## config.mk

```make
export PLATFORM = sky130hd
export DESIGN_NAME = kmp_pattern_matcher
export DESIGN_NICKNAME = d
export VERILOG_FILES = /design/src/design/kmp_pkg.sv /design/src/design/kmp_pattern_matcher.sv /design/src/design/kmp_ctrl.sv /design/src/design/kmp_datapath.sv
export SDC_FILE = /design/constraint.sdc
export NUM_CORES = 1
export LEC_CHECK = 0
export ABC_CLOCK_PERIOD_IN_PS = 5790
export BUFFER_PORTS_ARGS = -buffer_cell sky130_fd_sc_hd__buf_2
export CAP_MARGIN = 20
export CORE_ASPECT_RATIO = 1.25
export CORE_UTILIZATION = 46
export CTS_BUF_LIST = sky130_fd_sc_hd__clkbuf_4 sky130_fd_sc_hd__clkbuf_8
export DETAILED_ROUTE_END_ITERATION = 8
export PLACE_DENSITY = 0.6
export SYNTH_ARGS = -nofsm -noshare
export SYNTH_HDL_FRONTEND = slang
export SYNTH_SLANG_ARGS = --single-unit
```

## constraint.sdc

```tcl
create_clock -name clk -period 5.79 [get_ports clk]
set_input_delay 1.158 -clock clk [delete_from_list [all_inputs] [get_ports clk]]
set_output_delay 1.158 -clock clk [all_outputs]
set_load 0.01 [all_outputs]
```

## src/design/kmp_pkg.sv

```systemverilog
`timescale 1ns / 1ps
// kmp_pkg: shared constants, payload types, states and command/status structs
// for the kmp pattern matcher. No dependencies.
package kmp_pkg;

  localparam int MAX_PATTERN = 16;
  localparam int OFFSET_BITS = 32;
  localparam int LEN_W       = 5;
  localparam int PADDR_W     = $clog2(MAX_PATTERN);
  localparam int FAIL_DEPTH  = MAX_PATTERN + 1;

  typedef struct packed {
    logic [7:0] text_byte;
    logic       string_start;
    logic       string_end;
  } text_item_t;

  typedef struct packed {
    logic        result_kind;
    logic        found;
    logic [31:0] position;
    logic        final_result;
  } result_item_t;

  typedef enum logic [1:0] {
    REG_PATTERN_LOW    = 2'd0,
    REG_PATTERN_HIGH   = 2'd1,
    REG_PATTERN_LENGTH = 2'd2,
    REG_SEARCH_MODE    = 2'd3
  } cfg_reg_t;

  typedef enum logic [1:0] {
    MODE_FIRST = 2'd0,
    MODE_ALL   = 2'd1,
    MODE_LAST  = 2'd2
  } search_mode_t;

  typedef enum logic [2:0] {
    ST_IDLE,
    ST_BUILD_INIT,
    ST_BUILD_FETCH,
    ST_BUILD_STEP,
    ST_WALK,
    ST_HIT,
    ST_FINISH,
    ST_SUMMARY
  } state_t;

  typedef struct packed {
    logic load_item;
    logic build_init;
    logic build_fetch;
    logic build_step;
    logic walk;
    logic hit;
    logic finish;
    logic emit_occ;
    logic emit_sum;
  } kmp_cmd_t;

  typedef struct packed {
    logic in_start;
    logic item_end;
    logic cfg_len_one;
    logic build_more;
    logic build_last;
    logic walk_more;
    logic walk_hit;
    logic mode_all;
    logic out_free;
  } kmp_status_t;

endpackage

```

## src/design/kmp_pattern_matcher.sv

```systemverilog
`timescale 1ns / 1ps
// kmp_pattern_matcher: streaming knuth-morris-pratt search, one text byte per request.
// sequence: a byte is loaded, walks its failure links, takes a hit step on a match, then a
// finish step, and a summary step at string end; a step that emits a result waits on
// result_ready. A string start first builds the failure table from the configured pattern.
// throughput: one byte in flight, so a new request is taken only after the previous one ends.
// reset: config returns to a one-byte zero pattern, mode first; match state cleared.
module kmp_pattern_matcher (
  input  logic                  clk,
  input  logic                  rst,
  input  logic                  text_valid,
  output logic                  text_ready,
  input  kmp_pkg::text_item_t   text_item,
  output logic                  result_valid,
  input  logic                  result_ready,
  output kmp_pkg::result_item_t result_item,
  input  logic                  cfg_valid,
  output logic                  cfg_ready,
  input  logic [1:0]            cfg_index,
  input  logic [63:0]           cfg_data
);
  import kmp_pkg::*;

  kmp_cmd_t    cmd;
  kmp_status_t st;

  kmp_ctrl u_ctrl (
    .clk        (clk),
    .rst        (rst),
    .text_valid (text_valid),
    .text_ready (text_ready),
    .st         (st),
    .cmd        (cmd)
  );

  kmp_datapath u_datapath (
    .clk          (clk),
    .rst          (rst),
    .text_item    (text_item),
    .cfg_valid    (cfg_valid),
    .cfg_ready    (cfg_ready),
    .cfg_index    (cfg_index),
    .cfg_data     (cfg_data),
    .result_valid (result_valid),
    .result_ready (result_ready),
    .result_item  (result_item),
    .cmd          (cmd),
    .st           (st)
  );

endmodule

```

## src/design/kmp_ctrl.sv

```systemverilog
`timescale 1ns / 1ps
// kmp_ctrl: sequencer for table build, failure walk, hit report and summary.
// Depends on kmp_pkg.
module kmp_ctrl (
  input  logic                clk,
  input  logic                rst,
  input  logic                text_valid,
  output logic                text_ready,
  input  kmp_pkg::kmp_status_t st,
  output kmp_pkg::kmp_cmd_t    cmd
);
  import kmp_pkg::*;

  state_t state;
  state_t state_next;

  always_ff @(posedge clk) begin
    if (rst) begin
      state <= ST_IDLE;
    end else begin
      state <= state_next;
    end
  end

  always_comb begin
    state_next = state;
    unique case (state)
      ST_IDLE: begin
        if (text_valid) begin
          state_next = st.in_start ? ST_BUILD_INIT : ST_WALK;
        end
      end
      ST_BUILD_INIT: begin
        state_next = st.cfg_len_one ? ST_WALK : ST_BUILD_FETCH;
      end
      ST_BUILD_FETCH: begin
        state_next = ST_BUILD_STEP;
      end
      ST_BUILD_STEP: begin
        if (!st.build_more) begin
          state_next = st.build_last ? ST_WALK : ST_BUILD_FETCH;
        end
      end
      ST_WALK: begin
        if (!st.walk_more) begin
          state_next = st.walk_hit ? ST_HIT : ST_FINISH;
        end
      end
      ST_HIT: begin
        if (!st.mode_all || st.out_free) begin
          state_next = ST_FINISH;
        end
      end
      ST_FINISH: begin
        state_next = st.item_end ? ST_SUMMARY : ST_IDLE;
      end
      ST_SUMMARY: begin
        if (st.out_free) begin
          state_next = ST_IDLE;
        end
      end
      default: state_next = ST_IDLE;
    endcase
  end

  always_comb begin
    cmd        = '0;
    text_ready = 1'b0;
    unique case (state)
      ST_IDLE: begin
        text_ready    = 1'b1;
        cmd.load_item = text_valid;
      end
      ST_BUILD_INIT:  cmd.build_init  = 1'b1;
      ST_BUILD_FETCH: cmd.build_fetch = 1'b1;
      ST_BUILD_STEP:  cmd.build_step  = 1'b1;
      ST_WALK:        cmd.walk        = 1'b1;
      ST_HIT: begin
        cmd.hit      = !st.mode_all || st.out_free;
        cmd.emit_occ = st.mode_all && st.out_free;
      end
      ST_FINISH:  cmd.finish   = 1'b1;
      ST_SUMMARY: cmd.emit_sum = st.out_free;
      default: cmd = '0;
    endcase
  end

endmodule

```

## src/design/kmp_datapath.sv

```systemverilog
`timescale 1ns / 1ps
// kmp_datapath: config registers, latched pattern, failure table, match state
// and result register. Depends on kmp_pkg.
module kmp_datapath (
  input  logic                  clk,
  input  logic                  rst,
  input  kmp_pkg::text_item_t   text_item,
  input  logic                  cfg_valid,
  output logic                  cfg_ready,
  input  logic [1:0]            cfg_index,
  input  logic [63:0]           cfg_data,
  output logic                  result_valid,
  input  logic                  result_ready,
  output kmp_pkg::result_item_t result_item,
  input  kmp_pkg::kmp_cmd_t     cmd,
  output kmp_pkg::kmp_status_t  st
);
  import kmp_pkg::*;

  localparam logic [OFFSET_BITS-1:0] OFFSET_MAX = {OFFSET_BITS{1'b1}};

  // config registers
  logic [63:0]      cfg_pat_low;
  logic [63:0]      cfg_pat_high;
  logic [LEN_W-1:0] cfg_len;
  logic [1:0]       cfg_mode;

  // latched per string
  logic [MAX_PATTERN*8-1:0] pat;
  logic [LEN_W-1:0]         pat_len;
  logic [1:0]               mode;
  logic [LEN_W-1:0]         fail [FAIL_DEPTH];

  text_item_t       item;
  logic [LEN_W-1:0] bi;
  logic [LEN_W-1:0] bk;
  logic [LEN_W-1:0] j;
  logic [7:0]       cmp_byte;

  logic [LEN_W-1:0]       matched;
  logic [OFFSET_BITS-1:0] byte_offset;
  logic [OFFSET_BITS-1:0] first_ofs;
  logic [OFFSET_BITS-1:0] latest_ofs;
  logic                   any_match;

  logic [LEN_W-1:0]       cfg_len_eff;
  logic [PADDR_W-1:0]     pat_addr;
  logic [7:0]             pat_rd;
  logic [LEN_W-1:0]       fail_addr;
  logic [LEN_W-1:0]       fail_rd;
  logic                   build_eq;
  logic                   walk_eq;
  logic [LEN_W-1:0]       build_k_next;
  logic [LEN_W-1:0]       walk_j_next;
  logic [LEN_W-1:0]       bi_inc;
  logic [OFFSET_BITS-1:0] hit_pos;
  logic [OFFSET_BITS-1:0] sum_pos;

  assign cfg_ready = 1'b1;

  always_ff @(posedge clk) begin
    if (rst) begin
      cfg_pat_low  <= '0;
      cfg_pat_high <= '0;
      cfg_len      <= LEN_W'(1);
      cfg_mode     <= MODE_FIRST;
    end else if (cfg_valid) begin
      unique case (cfg_reg_t'(cfg_index))
        REG_PATTERN_LOW:    cfg_pat_low  <= cfg_data;
        REG_PATTERN_HIGH:   cfg_pat_high <= cfg_data;
        REG_PATTERN_LENGTH: cfg_len      <= cfg_data[LEN_W-1:0];
        REG_SEARCH_MODE:    cfg_mode     <= cfg_data[1:0];
        default: ;
      endcase
    end
  end

  always_comb begin
    if (cfg_len == '0) begin
      cfg_len_eff = LEN_W'(1);
    end else if (cfg_len > LEN_W'(MAX_PATTERN)) begin
      cfg_len_eff = LEN_W'(MAX_PATTERN);
    end else begin
      cfg_len_eff = cfg_len;
    end
  end

  // single read port on pattern and failure table
  always_comb begin
    if (cmd.build_fetch) begin
      pat_addr = bi[PADDR_W-1:0];
    end else if (cmd.build_step) begin
      pat_addr = bk[PADDR_W-1:0];
    end else begin
      pat_addr = j[PADDR_W-1:0];
    end
  end

  assign pat_rd    = pat[pat_addr*8 +: 8];
  assign fail_addr = cmd.build_step ? bk : j;
  assign fail_rd   = fail[fail_addr];

  assign build_eq     = (cmp_byte == pat_rd);
  assign walk_eq      = (item.text_byte == pat_rd);
  assign build_k_next = bk + LEN_W'(build_eq);
  assign walk_j_next  = j + LEN_W'(walk_eq);
  assign bi_inc       = bi + LEN_W'(1);

  assign hit_pos = (byte_offset >= OFFSET_MAX) ? OFFSET_MAX :
                   byte_offset - OFFSET_BITS'(pat_len - LEN_W'(1));
  assign sum_pos = !any_match ? '0 :
                   (mode == MODE_LAST) ? latest_ofs : first_ofs;

  assign st.in_start    = text_item.string_start;
  assign st.item_end    = item.string_end;
  assign st.cfg_len_one = (cfg_len_eff == LEN_W'(1));
  assign st.build_more  = (bk != '0) && !build_eq;
  assign st.build_last  = (bi_inc == pat_len);
  assign st.walk_more   = (j != '0) && !walk_eq;
  assign st.walk_hit    = (walk_j_next == pat_len);
  assign st.mode_all    = (mode == MODE_ALL);
  assign st.out_free    = !result_valid || result_ready;

  always_ff @(posedge clk) begin
    if (cmd.load_item) begin
      item <= text_item;
    end
    if (cmd.build_fetch) begin
      cmp_byte <= pat_rd;
    end
    if (cmd.build_init) begin
      bi <= LEN_W'(1);
      bk <= '0;
    end else if (cmd.build_step) begin
      if (st.build_more) begin
        bk <= fail_rd;
      end else begin
        bk <= build_k_next;
        bi <= bi_inc;
      end
    end
  end

  always_ff @(posedge clk) begin
    if (rst) begin
      pat     <= '0;
      pat_len <= LEN_W'(1);
      mode    <= MODE_FIRST;
      for (int n = 0; n < FAIL_DEPTH; n++) begin
        fail[n] <= '0;
      end
    end else if (cmd.build_init) begin
      pat     <= {cfg_pat_high, cfg_pat_low};
      pat_len <= cfg_len_eff;
      mode    <= cfg_mode;
      for (int n = 0; n < FAIL_DEPTH; n++) begin
        fail[n] <= '0;
      end
    end else if (cmd.build_step && !st.build_more) begin
      fail[bi_inc] <= build_k_next;
    end
  end

  always_ff @(posedge clk) begin
    if (rst) begin
      j           <= '0;
      matched     <= '0;
      byte_offset <= '0;
      first_ofs   <= '0;
      latest_ofs  <= '0;
      any_match   <= 1'b0;
    end else begin
      if (cmd.load_item) begin
        j <= (matched >= pat_len) ? '0 : matched;
      end else if (cmd.build_init) begin
        j <= '0;
      end else if (cmd.walk) begin
        j <= st.walk_more ? fail_rd : walk_j_next;
      end else if (cmd.hit) begin
        j <= fail_rd;
      end

      if (cmd.build_init || cmd.emit_sum) begin
        matched     <= '0;
        byte_offset <= '0;
        first_ofs   <= '0;
        latest_ofs  <= '0;
        any_match   <= 1'b0;
      end else begin
        if (cmd.hit) begin
          if (!any_match) begin
            first_ofs <= hit_pos;
          end
          latest_ofs <= hit_pos;
          any_match  <= 1'b1;
        end
        if (cmd.finish) begin
          matched <= j;
          if (byte_offset != OFFSET_MAX) begin
            byte_offset <= byte_offset + OFFSET_BITS'(1);
          end
        end
      end
    end
  end

  // result register
  always_ff @(posedge clk) begin
    if (rst) begin
      result_valid <= 1'b0;
    end else if (cmd.emit_occ || cmd.emit_sum) begin
      result_valid <= 1'b1;
    end else if (result_ready) begin
      result_valid <= 1'b0;
    end
  end

  always_ff @(posedge clk) begin
    if (cmd.emit_occ) begin
      result_item.result_kind  <= 1'b0;
      result_item.found        <= 1'b1;
      result_item.position     <= 32'(hit_pos);
      result_item.final_result <= !item.string_end;
    end else if (cmd.emit_sum) begin
      result_item.result_kind  <= 1'b1;
      result_item.found        <= any_match;
      result_item.position     <= 32'(sum_pos);
      result_item.final_result <= 1'b1;
    end
  end

  a_emit_slot_free: assert property (@(posedge clk) disable iff (rst)
    (cmd.emit_occ || cmd.emit_sum) |-> (!result_valid || result_ready))
    else $error("result written while slot occupied");

  a_one_emit: assert property (@(posedge clk) disable iff (rst)
    !(cmd.emit_occ && cmd.emit_sum))
    else $error("two results in one cycle");

  a_walk_bound: assert property (@(posedge clk) disable iff (rst)
    cmd.walk |-> (j < pat_len))
    else $error("match index past pattern length");

  a_matched_bound: assert property (@(posedge clk) disable iff (rst)
    matched < pat_len)
    else $error("stored match count not below pattern length");

  a_build_order: assert property (@(posedge clk) disable iff (rst)
    cmd.build_step |-> (bk < bi))
    else $error("failure build prefix not below index");

endmodule
```

==> metrics.cfg <==
[critical_path]
slowest_stage=xor2_1
ff2ff_setup_slack_ns=0.42
path_cells=mux2_2, mux2i_2, nand2_1, o221ai_1, a2bb2oi_1, o22ai_1, nor4b_2, nand3_1, inv_1, ha_1, ha_1, xor2_1, nand2_1, nor2_1
cp_data_arrival_time_ns=5.91
r2r_end=u_datapath.fail[11][2]
worstPathRequired_ns=6.33
r2r_cells=14
crit_type=flip-flop to flip-flop
reg2reg_from=u_ctrl.state[0]
worst-path-max-fanout=11
cp.depth=14
cp_slowest_stage_delay_ns=0.73
cpLargestDelayFamily=simple AND/OR/NAND/NOR gates
startpoint_type=flip-flop
critPathCaptureType=flip-flop
path_buf_inv=1

[logic_synthesis]
ys_top_cells_by_count=629 x nand2_1, 393 x dfxtp_1, 345 x a21oi_1, 302 x nor2_1, 210 x edfxtp_1
synth_top_cell_by_area=dfxtp_1
synthMuxAreaShare=0.0902
synth_top_cells_by_area=dfxtp_1 28%, edfxtp_1 23%, nand2_1 8.4%
synth_top_family_by_area=simple AND/OR/NAND/NOR gates
synth_top_area_share=0.281
yosysSeqAreaShare=0.506
syn_area_mm2=0.0280
ys_types=82
synth-compound-area-share=0.138
synth.most_common_cell=nand2_1
synth-adder-area-share=0.0217
synthesis.nets=3116
synthXorXnorAreaFrac=0.0256
synth_simple_gate_area_frac=0.182
synth_area_per_cell_um2=9.38
syn_inst=2987
synth-seq-cells=603
synth_edf_count=210
async_flop_share=0
ys_warn_count=0
synth_flop_cell=dfxtp_1

[power_and_ir_drop]
ir_worst_vdd_uv=319
p_leak_nw=11.1
power.density_mw_per_mm2=442

[clock_tree]
cts-buffers-inserted=97
postCtsSetupBuffers=0
clock_latency_ns=0.71
cts.clk_slew.worst_paths_ns=0.06
cts_tree=built
cts_resized=0
cts.htree.levels=3
holdBufCountCts=0
cts_buffer_depth=3
clkSinkCount=603
ctsRootBufferMaster=clkbuf_8

[sta]
tightest_slew_ns=1.12
rsz0062_at_grt=false
slew_violations=0
slew_headroom=0.237
max_freq_mhz=186
post-route-period-util=0.928
fin_crit_ns=5.37
hold_viol=0
setup_viol=0
finalSetupTns_ns=0
skew_ns=0.0322

[routing]
viasPerCell=5.68
wl_per_cell_um=19.8
top_layer=met5
drc_errors=0
met1_length_um=31900
ant_nets=0
met2_length_um=39300
drtPass1Iterations=5
totalWireLength_um=77000
drtIter0Drc=1355
wl_met3_um=3560
vias=22100

[global_route]
grt_pass1_vias=21600
grt_pass1_wl_um=120000
grt_max_degree=107
globalRouteOverflowTotal=0
grt_antenna_before_repair=2
grt_usage=0.247

[worst_hold_path]
whs_endpoint=u_datapath.mode[1]
min_path_cells=2
hp-class=flip-flop to flip-flop
hold_start=u_datapath.cfg_mode[1]

[placed_design]
routabilityCongestion=0.900
io_buffers=117
dp_hpwl_um=51800
placed_cell_area_mm2=0.0291

[die]
design.die.area_mm2=0.0619
core-area_mm2=0.0598
die_x_um=223
start_util=0.468
rows=100
fp.dieH_um=278
ios=119

[flow_run]
maxCapViolCount=0

[run_status]
status=completed

[cells_and_area]
syn_to_final_growth_pct=11.7
fill_cells=5553
finish.instance_area_mm2=0.0313
nets=3175
layout-drive-gt1-share=0.146

[metal layers]
metal,vias to the layer above,GRT usage
met5,-,0
met3,129,0.0337
li1,10600,-
met1,10700,0.300
met2,596,0.439
met4,2,0.0978
[worst min-delay path: cells and delay by family (launching register included)]
family             cells  cell delay [ns]
AOI/OAI and AO/OA      1             0.05
DFF                    1             0.31
and+or+nand+nor        1             0.05
[report_power, final]
part	internal [W]	switching, W	total (W)
combinational	0.00168	0.00318	0.00487
clock	0.00219	0.00171	0.00390
sequential	0.00483	0.000242	0.00507
[area by class of cell]
class                      instances  area [µm²]  area share
clock buffer                     149        1860      0.0596
sequential                       603       14200       0.453
timing repair buffer             162         988      0.0316
multi-input combinational       2141       12900       0.413
tap                              765         957      0.0306
clock inverter                    26         219     0.00700
inverter                          41         154     0.00492
antenna                            1        2.50   0.0000800
[logic make-up (layout without fill, tap and decap cells)]
group	Yosys count	after routing
AO/OA/AOI/OAI	637	637
XOR/XNOR	82	82
adder cells (fa/ha/maj)	48	48
buffers and inverters	243	378
flip-flops	603	603
multiplexers	194	194
other	1	2
AND/OR/NAND/NOR	1179	1179
[per-stage QoR]
| stage | total power, W | setup WS (ns) | instances | hold WS (ns) | util |
|---|---|---|---|---|---|
| after floorplan | 0.00859 | 1.46 | 2987 | 0.432 | - |
| after global placement | 0.00988 | 0.645 | 3709 | 0.436 | 0.487 |
| after detailed placement | 0.00996 | 0.538 | 3710 | 0.444 | 0.487 |
| after CTS | 0.0139 | 0.487 | 3885 | 0.447 | 0.522 |
| after global routing | 0.0146 | 0.0269 | 3888 | 0.461 | 0.523 |
| final | 0.0138 | 0.419 | 3888 | 0.444 | 0.523 |
[cell usage in the layout, fill, tap and decap left out, types with 38 or more instances in the layout]
master,Yosys,routed
nor2_1,302,300
mux4_2,40,40
xnor2_1,38,38
mux2i_1,112,108
ha_1,47,47
a211oi_1,61,61
dfxtp_1,393,392
nand2_1,629,628
nand3b_1,40,40
a21oi_1,345,343
buf_4,5,39
clkbuf_8,0,119
nand3_1,74,73
inv_1,41,41
edfxtp_1,210,210
o21ai_0,71,71
xor2_1,44,44
buf_2,20,117
[flip-flops by register name, summed over array words and instances, names as in the netlist, 8 cells and up]
| register | flops |
|---|---|
| u_datapath.item | 8 |
| u_datapath.byte_offset | 32 |
| u_datapath.cfg_pat_low | 64 |
| u_datapath.latest_ofs | 32 |
| u_datapath.result_item | 35 |
| u_datapath.cmp_byte | 8 |
| u_datapath.first_ofs | 32 |
| u_datapath.fail | 160 |
| u_datapath.cfg_pat_high | 64 |
| u_datapath.pat | 128 |
[how the worst max path moves through the flow]
stage / startpoint / end / slack [ns]
floorplan: u_ctrl.state[0] / u_datapath.fail[0][4] / 1.46
global placement: u_ctrl.state[0] / u_ctrl.state[0] / 0.64
detailed placement: u_ctrl.state[0] / u_datapath.fail[11][2] / 0.54
CTS: u_ctrl.state[0] / u_datapath.fail[11][2] / 0.49
global route: u_ctrl.state[0] / u_datapath.fail[9][2] / 0.03
finish: u_ctrl.state[0] / u_datapath.fail[11][2] / 0.42
(Power assumes the default switching activity.)
